### src/sv/deq_pkg.sv
// ----------------------------------------------------------------------------
// Double-ended queue package
// Shared sizes, request and status codes, and the controller/datapath
// command and status structures.
// ----------------------------------------------------------------------------
package deq_pkg;

  localparam int DEFAULT_DEPTH     = 1024;
  localparam int DEFAULT_WORD_BITS = 32;

  localparam int KIND_BITS   = 3;
  localparam int STATUS_BITS = 2;

  // Request kinds. Codes above KIND_PEEK behave as a peek.
  localparam logic [KIND_BITS-1:0] KIND_PUSH_FRONT = 3'd0;
  localparam logic [KIND_BITS-1:0] KIND_PUSH_BACK  = 3'd1;
  localparam logic [KIND_BITS-1:0] KIND_POP_FRONT  = 3'd2;
  localparam logic [KIND_BITS-1:0] KIND_POP_BACK   = 3'd3;
  localparam logic [KIND_BITS-1:0] KIND_PEEK       = 3'd4;

  localparam logic [STATUS_BITS-1:0] STATUS_OK    = 2'd0;
  localparam logic [STATUS_BITS-1:0] STATUS_EMPTY = 2'd1;
  localparam logic [STATUS_BITS-1:0] STATUS_FULL  = 2'd2;

  // Commands from the controller to the datapath.
  typedef struct packed {
    logic capture;   // register the accepted request
    logic exec;      // update pointers and count, write or read the store
    logic fill;      // take the store read data into the front or back word
    logic load_out;  // load the response register
  } ctl_cmd_t;

  // Status from the datapath to the controller.
  typedef struct packed {
    logic need_read; // the pop leaves entries behind, so a new end must be read
  } ctl_stat_t;

endpackage

### src/sv/deq_ctrl.sv
// ----------------------------------------------------------------------------
// Double-ended queue controller
// Sequences one request at a time and owns the response valid flag.
// ----------------------------------------------------------------------------
module deq_ctrl (
  input  logic               clk,
  input  logic               rst,
  input  logic               req_valid,
  output logic               req_ready,
  output logic               rsp_valid,
  input  logic               rsp_ready,
  input  deq_pkg::ctl_stat_t stat,
  output deq_pkg::ctl_cmd_t  cmd
);

  localparam logic [1:0] ST_IDLE = 2'd0;
  localparam logic [1:0] ST_EXEC = 2'd1;
  localparam logic [1:0] ST_READ = 2'd2;
  localparam logic [1:0] ST_FIN  = 2'd3;

  logic [1:0] state;
  logic [1:0] state_next;
  logic       rsp_valid_next;
  logic       out_free;

  assign req_ready = (state == ST_IDLE);
  assign out_free  = !rsp_valid || rsp_ready;

  always_comb begin
    state_next   = state;
    cmd.capture  = 1'b0;
    cmd.exec     = 1'b0;
    cmd.fill     = 1'b0;
    cmd.load_out = 1'b0;
    case (state)
      ST_IDLE: begin
        if (req_valid) begin
          cmd.capture = 1'b1;
          state_next  = ST_EXEC;
        end
      end
      ST_EXEC: begin
        cmd.exec   = 1'b1;
        state_next = stat.need_read ? ST_READ : ST_FIN;
      end
      ST_READ: begin
        cmd.fill   = 1'b1;
        state_next = ST_FIN;
      end
      ST_FIN: begin
        // Wait here only while the response register still holds an untaken result.
        if (out_free) begin
          cmd.load_out = 1'b1;
          state_next   = ST_IDLE;
        end
      end
      default: begin
        state_next = ST_IDLE;
      end
    endcase
  end

  always_comb begin
    if (cmd.load_out) begin
      rsp_valid_next = 1'b1;
    end else if (rsp_ready) begin
      rsp_valid_next = 1'b0;
    end else begin
      rsp_valid_next = rsp_valid;
    end
  end

  always_ff @(posedge clk) begin
    if (rst) begin
      state     <= ST_IDLE;
      rsp_valid <= 1'b0;
    end else begin
      state     <= state_next;
      rsp_valid <= rsp_valid_next;
    end
  end

endmodule

### config.mk
export PLATFORM = sky130hd
export DESIGN_NAME = deq_ctrl
export DESIGN_NICKNAME = d
export VERILOG_FILES = /design/src/sv/deq_pkg.sv /design/src/sv/deq_ctrl.sv
export SDC_FILE = /design/constraint.sdc
export NUM_CORES = 1
export LEC_CHECK = 0
export ABC_AREA = 1
export BUFFER_PORTS_ARGS = -buffer_cell sky130_fd_sc_hd__buf_2
export CORE_AREA = 2 2 39 41
export CTS_CLUSTER_SIZE = 30
export DETAILED_ROUTE_END_ITERATION = 8
export DIE_AREA = 0 0 41 43
export REMOVE_ABC_BUFFERS = 1
export SLEW_MARGIN = 15
export SYNTH_ARGS = -nofsm -noshare
export SYNTH_HDL_FRONTEND = slang
export SYNTH_SLANG_ARGS = --single-unit
### constraint.sdc
create_clock -name clk -period 1.1 [get_ports clk]
set_input_delay 0.11 -clock clk [delete_from_list [all_inputs] [get_ports clk]]
set_output_delay 0.11 -clock clk [all_outputs]
set_load 0.01 [all_outputs]
==> out/results.md <==
| Step | Item | Value |
|---|---|---|
| global routing | Remaining global-route overflow | 0 |
| global routing | Number of global-route vias before repair | 235 |
| setup path | Required time at the endpoint of the critical path | 0.99 ns |
| drt | Detailed router's first-iteration violation count | 1 |
| logic synthesis | Seq cells post-synth | 3 |
| floorplanning | Floorplan core area | 1380 sq um |
| global routing | First-pass GRT wire length | 903 um |
| setup path | CP Launch Type | flip-flop |
| drt | Antenna violation net count after detailed routing | 0 |
| logic synthesis | Distinct cells, synth | 10 |
| clock tree | Inserted Clock Buffers | 3 |
| finish | Top library cells by usage in the layout, fill and taps aside | sky130_fd_sc_hd__buf_2 (9), sky130_fd_sc_hd__nand2_1 (7), sky130_fd_sc_hd__inv_1 (5) |
| clock tree | Post-CTS Hold Buffers | 0 |
| logic synthesis | Sequential element share of the synthesized area | 26.1% |
| setup path | Biggest fanout along the worst timing path | 3 |
| logic synthesis | Synth warnings | 0 |
| power and ir drop | Leakage power | 0.205 nW |
| setup path | CP startpoint | state[0] |
| outcome | Violated checks | negative setup slack |
| place | PortBufs | 10 |
| timing | Post-route clock skew | 0.00182 ns |
| clock tree | Latest clock arrival within the worst-skew pair | 0.23 ns |
| timing | Number of hold violations in the final report | 0 |
| finish | Final core occ | 29.2% |
| setup path | Crit path DAT | 1.05 ns |
| place | Weighted congestion reported at the end of routability-driven placement | 0.686 |
| logic synthesis | Total standard cell area after synthesis | 230 sq um |
| place | HPWL after detailed placement | 406 um |
| hold path | Worst hold start | rst |
| finish | Number of nets at the end of the flow | 59 |
| run | Max-cap viol count | 0 |
| clock tree | Root buf cell | sky130_fd_sc_hd__clkbuf_4 |
| finish | Commonest non-fill, non-tap cell in the layout | sky130_fd_sc_hd__buf_2 |
| drt | Number of remaining DRC errors | 0 |
| timing | Worst slew slack as a fraction of its limit | 89.3% |
| floorplanning | Die outline height | 43 um |
| logic synthesis | Synthesized area divided by synthesized cell count | 7.43 sq um |
| timing | Final setup violation count | 4 |
| timing | Fin crit period | 1.16 ns |
| setup path | Endpoint class of the critical path | primary output |
| clock tree | Number of H-tree levels | 1 |
| finish | Ratio of cells with drive above 1 in the final layout | 59.2% |
| floorplanning | I/O pin cnt | 11 |
| timing | Fmax | 860 MHz |
| hold path | Tightest Hold Check Type | in -> reg |
| place | Cell area after placement | 308 sq um |
| setup path | Worst setup path class | reg -> out |
| global routing | Number of antenna violations at the first check in global routing | 0 |
| global routing | Total global-route track usage | 7.82% |
| setup path | Launch instance of the worst register-to-register path | state[0] |
| drt | Via-to-Cell Ratio | 3.77 |
| drt | Vias post-DR | 245 |
| floorplanning | Number of cell rows | 14 |
| clock tree | Clock Pin Slew Worst Setup and Hold Paths | 0.04 ns |
| logic synthesis | Number of standard cells after synthesis | 31 |
| timing | Worst-Margin Slew | 0.161 ns |
| finish | Number of antenna cells inserted | 0 |
| timing | Post-layout worst setup margin | -0.0633 ns |
| timing | Final clock period utilization by the worst path | 106% |
| drt | Routed wire per std cell | 8.94 um |
| power and ir drop | IR drop worst, VDD | 0.000679 V |
| power and ir drop | Pwr/cell area | 2690 nW/um^2 |
| power and ir drop | Overall power consumption | 0.00109 W |
| timing | Min Hold Slack | 0.0625 ns |
| finish | Final standard cell area without fillers | 404 sq um |
| timing | RSZ-0062 raised after global routing | true |
| timing | Fin. max-slew vios | 0 |
| clock tree | Worst-case clock buffer depth | 2 |
| clock tree | Number of clock sinks seen by CTS | 3 |
| floorplanning | Effective utilization at floorplan | 16.6% |
| global routing | Pin count of the biggest net entering global routing | 5 |
| floorplanning | Area enclosed by the die boundary | 1760 sq um |
| finish | Synthesis-to-finish area growth | 75.5% |
| floorplanning | Overall die width | 41 um |
| drt | Total length of routed wires | 581 um |
| drt | Router iterations before antenna repair | 4 |
| outcome | Result of the run | finished with violations |
| clock tree | TritonCTS clock tree | done |
[cells by family (layout without fill, tap and decap cells)]
family	Yosys count	after routing	share of synthesized area [%]
simple gates	11	11	22.3
buf+inv	8	26	14.7
fa+ha+maj	4	4	21.7
flops	3	3	26.1
compound gates	5	5	15.2
[critical path: stages (launching register included)]
cell,delay [ns]
sky130_fd_sc_hd__dfxtp_2,0.34
sky130_fd_sc_hd__buf_6,0.11
sky130_fd_sc_hd__ha_4,0.12
sky130_fd_sc_hd__inv_2,0.04
sky130_fd_sc_hd__a21oi_2,0.08
sky130_fd_sc_hd__buf_2,0.13
[stage by stage]
step / setup TNS (ns) / setup slack [ns] / cells
after floorplan: -0.0423 / -0.0423 / 30
after global placement: 0 / 0.0285 / 58
after detailed placement: 0 / 0.0145 / 58
after CTS: -0.117 / -0.0630 / 65
after global routing: -0.402 / -0.122 / 65
final: -0.126 / -0.0633 / 65
[layer usage]
layer	vias up	part of all wire [%]	global-route usage [%]
met1	104	45	8.63
met2	9	49	11.3
li1	132	-	-
met5	-	0	0
met3	0	6.0	4.71
met4	0	0	4.00
[timing repair]
action,in CTS,in global routing
buffers inserted,3,0
setup endpoints to repair,4,7
pin swaps,1,0
resized for setup,12,1
[area by class of cell]
class | count | area, sq um
Fill cell | 170 | 980
Inverter | 7 | 26.3
Tap cell | 16 | 20.0
Multi-Input combinational cell | 20 | 168
Sequential cell | 3 | 62.6
Timing Repair Buffer | 15 | 101
Clock buffer | 4 | 26.3
[Yosys cell counts]
cell	n	area (sq um)
sky130_fd_sc_hd__a21oi_1	3	15.0
sky130_fd_sc_hd__inv_1	7	26.3
sky130_fd_sc_hd__nand2_1	7	26.3
sky130_fd_sc_hd__dfxtp_1	3	60.1
sky130_fd_sc_hd__ha_1	4	50.1
sky130_fd_sc_hd__buf_4	1	7.51
sky130_fd_sc_hd__nand3_1	3	15.0
sky130_fd_sc_hd__a21oi_2	1	8.76
sky130_fd_sc_hd__nand3_2	1	10.0
sky130_fd_sc_hd__o21bai_2	1	11.3
[flip-flops by register name, summed over array words and instances (netlist names)]
| name | flops |
|---|---|
| rsp_valid | 1 |
| state | 2 |
[power breakdown]
part	switching, W	leakage, nW	internal (W)
logic	0.000335	0.165	0.000359
clock network	0.0000646	0.0150	0.000136
registers	0.0000338	0.0253	0.000157
[final timing paths]
path               endpoint  slack [ns]  cells after the start
setup reg to reg   state[0]       -0.02                      7
hold / removal     state[0]        0.06                      2
setup / recovery     cmd[0]       -0.06                      5
hold reg to reg   rsp_valid        0.51                      2
Power figures use the tool's default switching activity.
